`src/kmp_pkg.sv`:
```
// kmp_pkg: shared sizes, action codes, sequencer states and payload structs
// for the kmp stream matcher; used by kmp_stream_matcher, no dependencies
package kmp_pkg;

    localparam int MAX_PATTERN   = 64;
    localparam int POSITION_BITS = 32;
    localparam int LEN_W         = $clog2(MAX_PATTERN + 1);
    localparam int ADDR_W        = (MAX_PATTERN > 1) ? $clog2(MAX_PATTERN) : 1;
    localparam int SYM_W         = 8;

    localparam logic [1:0] ACT_CLEAR  = 2'd0;
    localparam logic [1:0] ACT_APPEND = 2'd1;
    localparam logic [1:0] ACT_TEXT   = 2'd2;

    typedef enum logic [1:0] {
        ST_IDLE,
        ST_LOAD,
        ST_WALK,
        ST_RESULT
    } state_t;

    typedef struct packed {
        logic [1:0]       action;
        logic [SYM_W-1:0] symbol;
    } item_t;

    typedef struct packed {
        logic                     match;
        logic [POSITION_BITS-1:0] start_position;
        logic [LEN_W-1:0]         matched_length;
    } result_t;

endpackage

```
`src/kmp_ram.sv`:
```
// kmp_ram: generic simple dual-port ram, one write port and one read port
// with registered read data; no dependencies
module kmp_ram #(
    parameter int WIDTH = 8,
    parameter int DEPTH = 64
) (
    input  logic                     clk,
    input  logic                     wr_en,
    input  logic [$clog2(DEPTH)-1:0] wr_addr,
    input  logic [WIDTH-1:0]         wr_data,
    input  logic [$clog2(DEPTH)-1:0] rd_addr,
    output logic [WIDTH-1:0]         rd_data
);

    logic [WIDTH-1:0] mem [DEPTH];

    always_ff @(posedge clk)
    begin
        if (wr_en)
        begin
            mem[wr_addr] <= wr_data;
        end
        rd_data <= mem[rd_addr];
    end

endmodule

```
`src/kmp_stream_matcher.sv`:
```
// kmp_stream_matcher: knuth-morris-pratt matcher over a byte stream, pattern
// and prefix table in two kmp_ram instances; depends on kmp_pkg and kmp_ram
//
//   channel   signals                          payload
//   item      item_valid / item_stall / item    action, symbol
//   result    result_valid / result_stall /     match, start_position,
//             result                            matched_length
//
// clear ends in idle; a text byte steps through walk, one failure link per
// step; an append enters walk at once on an empty pattern, else passes
// through load first. each link step is one read of the prefix-table ram
// one item is in work at a time; the result register lets the next item in
// while a result waits, but a text byte waits to finish while it is stalled
// after reset the pattern is empty; the rams need no clearing pass
module kmp_stream_matcher (
    input  logic             clk,
    input  logic             rst_n,
    input  logic             item_valid,
    output logic             item_stall,
    input  kmp_pkg::item_t   item,
    output logic             result_valid,
    input  logic             result_stall,
    output kmp_pkg::result_t result
);
    import kmp_pkg::*;

    state_t                   state_reg, state_next;
    logic [LEN_W-1:0]         k_reg, k_next;
    logic [SYM_W-1:0]         sym_reg, sym_next;
    logic                     text_reg, text_next;
    logic [LEN_W-1:0]         len_reg, len_next;
    logic [LEN_W-1:0]         match_len_reg, match_len_next;
    logic [POSITION_BITS-1:0] pos_reg, pos_next;
    logic                     out_valid_reg, out_valid_next;
    result_t                  out_reg, out_next;

    logic [LEN_W-1:0]  rd_idx;
    logic [LEN_W-1:0]  pref_idx;
    logic [SYM_W-1:0]  pat_q;
    logic [LEN_W-1:0]  pref_q;
    logic              wr_en;
    logic              fall;
    logic              in_range;
    logic              sym_hit;
    logic [LEN_W-1:0]  k_fin;
    logic [LEN_W-1:0]  commit_k;
    logic              commit;
    logic              slot_free;
    logic              hit;

    assign pref_idx = rd_idx - LEN_W'(1);

    kmp_ram #(
        .WIDTH (SYM_W),
        .DEPTH (MAX_PATTERN)
    ) u_pattern_ram (
        .clk     (clk),
        .wr_en   (wr_en),
        .wr_addr (len_reg[ADDR_W-1:0]),
        .wr_data (sym_reg),
        .rd_addr (rd_idx[ADDR_W-1:0]),
        .rd_data (pat_q)
    );

    kmp_ram #(
        .WIDTH (LEN_W),
        .DEPTH (MAX_PATTERN)
    ) u_prefix_ram (
        .clk     (clk),
        .wr_en   (wr_en),
        .wr_addr (len_reg[ADDR_W-1:0]),
        .wr_data (k_fin),
        .rd_addr (pref_idx[ADDR_W-1:0]),
        .rd_data (pref_q)
    );

    assign item_stall   = (state_reg != ST_IDLE);
    assign result_valid = out_valid_reg;
    assign result       = out_reg;

    // ram data in WALK belongs to k_reg: pattern[k] and prefix[k-1]
    assign in_range  = (k_reg < len_reg);
    assign sym_hit   = (pat_q == sym_reg);
    assign fall      = (k_reg != '0) && (!in_range || !sym_hit);
    assign k_fin     = (in_range && sym_hit) ? (k_reg + LEN_W'(1)) : k_reg;
    assign slot_free = !out_valid_reg || !result_stall;
    assign commit_k  = (state_reg == ST_WALK) ? k_fin : k_reg;
    assign hit       = (len_reg != '0) && (commit_k == len_reg);

    always_comb
    begin
        state_next     = state_reg;
        k_next         = k_reg;
        sym_next       = sym_reg;
        text_next      = text_reg;
        len_next       = len_reg;
        match_len_next = match_len_reg;
        pos_next       = pos_reg;
        wr_en          = 1'b0;
        commit         = 1'b0;
        rd_idx         = k_reg;

        case (state_reg)
            ST_IDLE:
            begin
                if (item_valid)
                begin
                    sym_next = item.symbol;
                    case (item.action)
                        ACT_CLEAR:
                        begin
                            len_next       = '0;
                            match_len_next = '0;
                            pos_next       = '0;
                        end
                        ACT_APPEND:
                        begin
                            if (len_reg < LEN_W'(MAX_PATTERN))
                            begin
                                text_next = 1'b0;
                                k_next    = '0;
                                // a non-empty pattern starts from prefix[len-1]
                                state_next = (len_reg == '0) ? ST_WALK : ST_LOAD;
                            end
                        end
                        ACT_TEXT:
                        begin
                            text_next  = 1'b1;
                            k_next     = match_len_reg;
                            state_next = ST_WALK;
                        end
                        default:
                        begin
                            state_next = ST_IDLE;
                        end
                    endcase
                end
                if (item_valid && (item.action == ACT_APPEND) && (len_reg != '0))
                begin
                    rd_idx = len_reg;
                end
                else
                begin
                    rd_idx = k_next;
                end
            end
            ST_LOAD:
            begin
                k_next     = pref_q;
                state_next = ST_WALK;
                rd_idx     = k_next;
            end
            ST_WALK:
            begin
                if (fall)
                begin
                    k_next = pref_q;
                end
                else if (!text_reg)
                begin
                    wr_en          = 1'b1;
                    len_next       = len_reg + LEN_W'(1);
                    match_len_next = '0;
                    pos_next       = '0;
                    state_next     = ST_IDLE;
                end
                else if (slot_free)
                begin
                    commit     = 1'b1;
                    state_next = ST_IDLE;
                end
                else
                begin
                    k_next     = k_fin;
                    state_next = ST_RESULT;
                end
                rd_idx = k_next;
            end
            ST_RESULT:
            begin
                if (slot_free)
                begin
                    commit     = 1'b1;
                    state_next = ST_IDLE;
                end
            end
            default:
            begin
                state_next = ST_IDLE;
            end
        endcase

        if (commit)
        begin
            match_len_next = commit_k;
            pos_next       = pos_reg + POSITION_BITS'(1);
        end

        out_valid_next = commit || (out_valid_reg && result_stall);
        out_next       = out_reg;
        if (commit)
        begin
            out_next.match          = hit;
            out_next.start_position = hit
                ? (pos_reg - POSITION_BITS'(len_reg) + POSITION_BITS'(1))
                : '0;
            out_next.matched_length = commit_k;
        end
    end

    always_ff @(posedge clk or negedge rst_n)
    begin
        if (!rst_n)
        begin
            state_reg     <= ST_IDLE;
            len_reg       <= '0;
            match_len_reg <= '0;
            pos_reg       <= '0;
            out_valid_reg <= 1'b0;
        end
        else
        begin
            state_reg     <= state_next;
            len_reg       <= len_next;
            match_len_reg <= match_len_next;
            pos_reg       <= pos_next;
            out_valid_reg <= out_valid_next;
        end
    end

    always_ff @(posedge clk)
    begin
        k_reg    <= k_next;
        sym_reg  <= sym_next;
        text_reg <= text_next;
        out_reg  <= out_next;
    end

    // matched length never runs past the stored pattern
    a_match_len_bound: assert property (@(posedge clk) disable iff (!rst_n)
        match_len_reg <= len_reg)
        else $error("match length exceeds pattern length");

    // an append write only lands inside the rams
    a_write_in_range: assert property (@(posedge clk) disable iff (!rst_n)
        wr_en |-> (len_reg < LEN_W'(MAX_PATTERN)))
        else $error("pattern write beyond capacity");

    // the walk index stays within the pattern
    a_walk_bound: assert property (@(posedge clk) disable iff (!rst_n)
        (state_reg == ST_WALK) |-> (k_reg <= len_reg))
        else $error("walk index beyond pattern length");

    // a finished text byte always yields a pending result on the next cycle
    a_commit_result: assert property (@(posedge clk) disable iff (!rst_n)
        commit |=> result_valid)
        else $error("text transfer finished without a result");

endmodule
```
`config.mk`:
```
export PLATFORM = sky130hd
export DESIGN_NAME = kmp_stream_matcher
export DESIGN_NICKNAME = d
export VERILOG_FILES = /design/src/kmp_pkg.sv /design/src/kmp_ram.sv /design/src/kmp_stream_matcher.sv
export SDC_FILE = /design/constraint.sdc
export NUM_CORES = 1
export LEC_CHECK = 0
export ABC_CLOCK_PERIOD_IN_PS = 5600
export BUFFER_PORTS_ARGS = -buffer_cell sky130_fd_sc_hd__buf_2
export CORE_MARGIN = 1.5
export CORE_UTILIZATION = 50
export CTS_BUF_LIST = sky130_fd_sc_hd__clkbuf_8
export DETAILED_ROUTE_END_ITERATION = 10
export GPL_ROUTABILITY_DRIVEN = 0
export PLACE_DENSITY = 0.73
export SLEW_MARGIN = 20
export SYNTH_ARGS = -nofsm -noshare
export SYNTH_HDL_FRONTEND = slang
export SYNTH_SLANG_ARGS = --single-unit
export TNS_END_PERCENT = 1
```
`constraint.sdc`:
```
create_clock -name clk -period 5.6 [get_ports clk]
set_input_delay 0.84 -clock clk [delete_from_list [all_inputs] [get_ports clk]]
set_output_delay 0.84 -clock clk [all_outputs]
set_load 0.02 [all_outputs]
```
# Word level (Yosys, flattened, before mapping)
# Memories as Yosys holds them, arrays and structs flattened. A register that Yosys moved wholly into a read port is not among the register bits.
# Cells that the tools add are included.
# Widths: inputs -> output; s select.
totals:
  register_bits: 105
  mem_bits_rw: 960
  inputBits: 14
  out_inout_bits: 42
  elab_cells: 114
  memories: 2
memory_table:
  columns: ["memory", "words", "word_bits", "read_ports", "rd_clocked_by_memory_dff", "wr", "line_no", "rtl"]
  rows:
  - ["u_pattern_ram.mem", 64, 8, 1, 1, 1, "kmp_ram.sv:15", "logic [WIDTH-1:0] mem [DEPTH];"]
  - ["u_prefix_ram.mem", 64, 7, 1, 1, 1, "kmp_ram.sv:15", null]
op_classes:
  addsub: 6
  magnitude_cmp: 2
  eq_ne: 19
  muxes: 46
  n_reduce_logical: 28
ops:
  columns: ["op", "n"]
  rows:
  - ["$mux 32", 5]
  - ["$mux 7", 14]
  - ["$add 32x1->32 const B", 2]
  - ["$pmux 32 s2", 1]
  - ["$pmux 7 s2", 3]
  - ["$sub 32x7->32", 1]
  - ["$pmux 7 s3", 1]
  - ["$pmux 6 s3", 1]
  - ["$reduce_and 5->1", 3]
  - ["$add 7x1->7 const B", 2]
  - ["$mux 2", 7]
  - ["$reduce_bool 7->1", 2]
  - ["$ne 2x2->1 const B", 6]
  - ["$ne 3x3->1 const B", 4]
  - ["$mux 1", 9]
  - ["$eq 8x8->1", 1]
  - ["$pmux 2 s4", 1]
  - ["$eq 7x7->1", 1]
  - ["$logic_not 7->1", 1]
  - ["$lt 7x7->1", 1]
  - ["$lt 7x7->1 const B", 1]
  - ["$eq 2x2->1 const B", 3]
  - ["$logic_and 1x1->1", 6]
  - ["$mux 6", 1]
  - ["13 further kinds", 24]

# Logic depth before layout (Yosys ltp)
depth:
  depth_word: 8
  depth_mapped: 24
  ltp_nobuf: 17

# Cells and area by module
# Synthesis repeated with hierarchy kept, for this count alone.
unflattened:
  hier_cells: 2658
  area_unflattened_um2: 45648.8
modules_own_cells:
  columns: ["module", "instances", "cells_per_inst", "area_per_inst_um2", "seq_area_each_um2"]
  rows:
  - ["kmp_ram (u_pattern_ram)", 1, 940, 20166.8, 15534.9]
  - ["kmp_ram (u_prefix_ram)", 1, 827, 17635.7, 13593.0]
  - ["kmp_stream_matcher", 1, 891, 7846.3, 2907.8]

# Worst setup path before layout
# Ideal clock, no wire load.
synth_timing:
  kind: "flip-flop to flip-flop"
  start: "register len_reg[1]"
  end: "register out_reg, in the netlist result[30] (data pin)"
  setup_time_ns: 0.190
  arrival_time_ns: 5.844
  t_required_ns: 5.410
  setup_slack_ns: -0.434
  path_stages_with_launch: 17
  path_buffers: 4
  period_less_slack_ns: 6.034
  path_cell_list: "dfrtp_1 clkbuf_1 clkinv_1 ha_1 nand2_1 o21ai_1 and4_1 clkbuf_1 nor2_1 buf_2 o21ai_0 nand2_1 o21ai_0 xnor2_1 nand4_1 clkbuf_1 a2111oi_2"
synth_via:
  elab_chain_cells: 6
  word_cells_on_any_way: 9
  classes_between: "add/sub (2); order compare (1); eq/ne (1); mux (2); reduce/logical (3)"
synth_rtl:
  columns: ["item", "line_no", "rtl"]
  rows:
  - ["start, declared", "kmp_stream_matcher.sv:31", "logic [LEN_W-1:0] len_reg, len_next;"]
  - ["start signal, assigned", "kmp_stream_matcher.sv:224", "len_reg <= len_next;"]
  - ["$lt 7x7->1", "kmp_stream_matcher.sv:82", "assign in_range = (k_reg < len_reg);"]
  - ["$logic_and 1x1->1", "kmp_stream_matcher.sv:85", "assign k_fin = (in_range && sym_hit) ? (k_reg + LEN_W'(1)) : k_reg;"]
  - ["$mux 7", "kmp_stream_matcher.sv:85", null]
  - ["named net k_fin[1]", "kmp_stream_matcher.sv:45", "logic [LEN_W-1:0] k_fin;"]
  - ["$mux 7", "kmp_stream_matcher.sv:87", "assign commit_k = (state_reg == ST_WALK) ? k_fin : k_reg;"]
  - ["named net commit_k[1]", "kmp_stream_matcher.sv:46", "logic [LEN_W-1:0] commit_k;"]
  - ["$eq 7x7->1", "kmp_stream_matcher.sv:88", "assign hit = (len_reg != '0) && (commit_k == len_reg);"]
  - ["$logic_and 1x1->1", "kmp_stream_matcher.sv:88", null]
  - ["end signal, assigned", "kmp_stream_matcher.sv:236", "out_reg <= out_next;"]
  - ["end, declared", "kmp_stream_matcher.sv:35", "result_t out_reg, out_next;"]
# The timed path passes the listed nets, and every way through them passes these cells.
# A chain may end at the register's enable or synchronous reset.

# Worst setup path after layout
layout_timing:
  start: "register len_reg[5]"
  end: "register u_prefix_ram.rd_data[2] (read register of u_prefix_ram.mem)"
layout_via:
  elab_chain_cells: 8
  word_cells_on_any_way: 18
  classes_between: "add/sub (1); order compare (2); mux (9); reduce/logical (6)"
layout_rtl:
  columns: ["item", "line_no", "rtl"]
  rows:
  - ["$lt 7x7->1", "kmp_stream_matcher.sv:82", null]
  - ["$logic_and 1x1->1", "kmp_stream_matcher.sv:85", null]
  - ["$mux 7", "kmp_stream_matcher.sv:85", null]
  - ["$mux 7", "kmp_stream_matcher.sv:167", "else if (slot_free)"]
  - ["$mux 7", "kmp_stream_matcher.sv:159", "else if (!text_reg)"]
  - ["$mux 7", "kmp_stream_matcher.sv:155", "if (fall)"]
  - ["$pmux 6 s3 *", "kmp_stream_matcher.sv:103", "case (state_reg)"]
  - ["$sub 6x1->6 *", "kmp_stream_matcher.sv:51", "assign pref_idx = rd_idx - LEN_W'(1);"]
  - ["end, declared", "kmp_ram.sv:12", "output logic [WIDTH-1:0] rd_data"]
# Mark *: on every way between the ends. The rest lies on a longest branch, timed or not.

==> summary by stage <==
Cells and area
After filler insertion, the fill cell instance count of the layout stands at 7416. The core utilization of the finished layout is 56.0%. Counting flops per register, the top entry is u_pattern_ram.mem.

Cells with a size suffix above 1 make up 14.4% of the layout. The number of flip-flops in the largest register is 512. At the end of the flow, the number of nets in the layout was 3706. The library cells used most frequently in the layout, excluding fill and tap cells, are edfxtp_1, nand2_1, mux2i_1.

Relative to the synthesized area, the layout overhead comes to 11.1%. The leading cell type in the layout, fill and taps excluded is edfxtp_1.

Worst setup path
The critical path endpoint category is a register. The data arrival at the endpoint of the critical path is 6.06 ns. Of all nets on the critical path, the largest fanout is 28. The setup slack on the worst flop-to-flop path is 0.34 ns. The worst setup path is launched from a register.

The required time of the critical path is 6.40 ns. The critical path in this run is classified as reg2reg.

CTS
In this run, post-CTS repair resized a total of 0 instances. In this run the post-CTS setup repair buffer count came out at 0. The number of hold buffers added after CTS was 0. The depth of the CTS H-tree is 4.

Counting every sink on the clock net gives 1080. The library cell used as clock root buffer is clkbuf_8. TritonCTS created 173 clock buffers. The clock-pin slew reported for the worst setup and hold paths after clock tree synthesis is 0.06 ns. TritonCTS built the clock tree. The clock passes through at most 3 buffers.

The clock reaches the later pin of the worst-skew pair after 0.87 ns.

Global route
The number of antenna violations at the first check in global routing is 2. The number of global-route vias before repair is 29245. The first global-routing pass estimated 180 mm of wire. Global routing finished with a remaining overflow of 0.

Entering global routing, the biggest net connects 160 pins. Global routing consumed, over all layers together, 24.5% of the routing resources.

Timing
For this run, the top clock speed supported by timing is 190 MHz. The post-route setup TNS is 0 ns. Setup repair after global routing left no endpoint under its margin. The number of pins with negative max-slew slack in the final report came to 0.

The slew of the pin with the lowest slew margin is 1.10 ns. Setup violations remaining at the end of the flow were counted as 0. Across the routed clock network, the largest skew measured is 0.0670 ns. The minimum clock period is 5.26 ns.

The final number of hold-violating endpoints is 0. The share of the clock period used by the worst path after layout is 93.9%. Headroom to the max-slew limit came out at 26.9%.

Routing
The residual antenna-violating net count after detailed routing is 0. For this run, design rule violations remaining after detail routing come to 0. The sum of routed wire length over all layers is 121 mm. The first routing iteration left 3819 violations. The pre-antenna-repair detailed-routing pass consisted of 6 iterations. Detailed routing inserted a total of 30261 vias. The average routed wire per standard cell is 24.2 um. The detail-routed via count per cell is 6.04.

Floorplanning
Measured along the x axis, the die boundary spans 312 um. The number of top-level pins is 56. The starting density of the core is 50.4%.

The die covers 97500 sq um. The placeable core region is 94900 sq um. From bottom edge to top edge, the die measures 312 um. The number of standard-cell rows in the floorplan is 113.

Yosys
The number of enable-type register cells in the synthesized netlist is 1016. By area the synthesized netlist is led by edfxtp_1, mux2i_1, nand2_1. After synthesis, the share of flip-flops with an asynchronous set or reset is 4.54%. The combined area of all synthesized cells is 47800 sq um.

Synthesis produced a netlist with a net count of 3535. The portion of synthesized cell area occupied by the leading cell type is 63.8%. The cell type with the highest aggregate area in the netlist is edfxtp_1. The average cell area after synthesis is 13.9 sq um.

Yosys printed 0 warnings. Among all flip-flop cells after synthesis, the most frequent one is edfxtp_1. The count of different cell masters after synthesis is 93.

The number of cells produced by synthesis is 3440. After synthesis the netlist holds a flip-flop and latch count of 1080. Sequential elements use 67.0% of the synthesized area.

Hold path
The worst hold path class is in2async.

Power
Across the VDD grid, the largest voltage drop is 0.732 mV. The analysis attributes to cell leakage a power of 19.7 nW. Power spread over the standard cell area amounts to 620 nW/um^2. Overall power consumption after layout is estimated at 0.0329 W.

Run status
The run finished with clean final reports.

Placed design
Port buffering added 55 buffers. The half-perimeter wire length after detailed placement is 71.8 mm.

Run
The number of maximum-capacitance violations is 0.
[final cells by class]
class	instances	area [sq um]	area share [%]
timing repair buffer	193	1440	2.70
sequential	1080	32000	60.3
clock buffer	177	2440	4.58
inverter	74	307	0.577
clock inverter	135	736	1.38
antenna	1	2.50	0.00471
tap	1265	1580	2.98
multi-input combinational	2089	14600	27.5
[power breakdown]
part	switching, W	total [W]	internal, W
Combinational	0.0107	0.0168	0.00606
Clock	0.00316	0.00624	0.00308
Sequential	0.000216	0.00991	0.00969
[final timing paths]
kind | start | to | cells past startpoint
setup / recovery | len_reg[5] | u_prefix_ram.rd_data[2] | 15
hold / removal | rst_n | state_reg[1] | 2
setup reg to reg | len_reg[5] | u_prefix_ram.rd_data[2] | 15
hold reg to reg | pos_reg[31] | pos_reg[31] | 1
max in group asynchronous | rst_n | pos_reg[1] | 2
min in group clk | item[2] | sym_reg[2] | 1
[cell families after synthesis]
family | Yosys count | synth area share, %
xor+xnor | 57 | 1.10
compound gates | 638 | 8.74
mux | 400 | 9.89
fa+ha+maj | 81 | 2.13
buf+inv | 271 | 2.74
flops | 1080 | 67.0
simple gates | 913 | 8.43
[synth_stat cells (6+ instances only)]
master / count
nand4_1: 40
o31ai_1: 13
a221oi_1: 8
and2_1: 9
xor2_1: 25
a41oi_1: 17
ha_1: 80
buf_2: 52
nor2b_1: 7
a31oi_1: 20
nor2_1: 166
inv_1: 67
buf_4: 16
mux4_2: 56
a22oi_1: 24
dfxtp_1: 15
dfrtp_1: 49
o32a_1: 7
clkbuf_1: 102
nor4_1: 11
nand2b_1: 6
xnor2_1: 30
mux2_2: 19
a221o_1: 32
buf_6: 18
a2111oi_0: 12
nand3_1: 106
nand2_1: 463
o22ai_1: 11
and3_1: 43
o21ai_0: 146
edfxtp_1: 1016
o211ai_1: 10
nor3_1: 39
o22a_1: 7
a21o_1: 16
a22o_1: 6
a211oi_1: 50
mux2i_1: 325
a21oi_1: 200
buf_1: 6
[layer usage]
metal  GRT usage [%]  vias to the layer above  wire [um]
li1                -                    13509          -
met1            32.7                    14921      48200
met2            38.6                     1556      56700
met3            6.07                      273      11900
met4            10.0                        2       4360
met5               0                        -          9
[critical path: stages, from the launching register on]
cell and delay (ns):
dfrtp_1 0.59, clkinv_1 0.16, ha_1 0.30, and2_1 0.16
nand4_1 0.41, a2111oi_0 0.59, a211oi_1 0.16, a211oi_4 0.44
inv_4 0.07, ha_2 0.24, xnor2_4 0.23, buf_12 0.31
mux4_2 0.59, mux2i_1 0.65, a22oi_1 0.16, nand2_1 0.11
[metrics by stage]
step	setup WS [ns]	instance area [sq um]	instances	hold WS (ns)
2_1_floorplan	0.540	47800	3440	0.450
3_5_place_dp	0.505	50000	4701	0.506
4_1_cts	0.538	53200	5013	0.0540
5_1_grt	0.175	53200	5014	0.118
3_3_place_gp	0.599	50000	4701	0.497
6_report	0.341	53200	5014	0.0829
(Power assumes the default switching activity.)
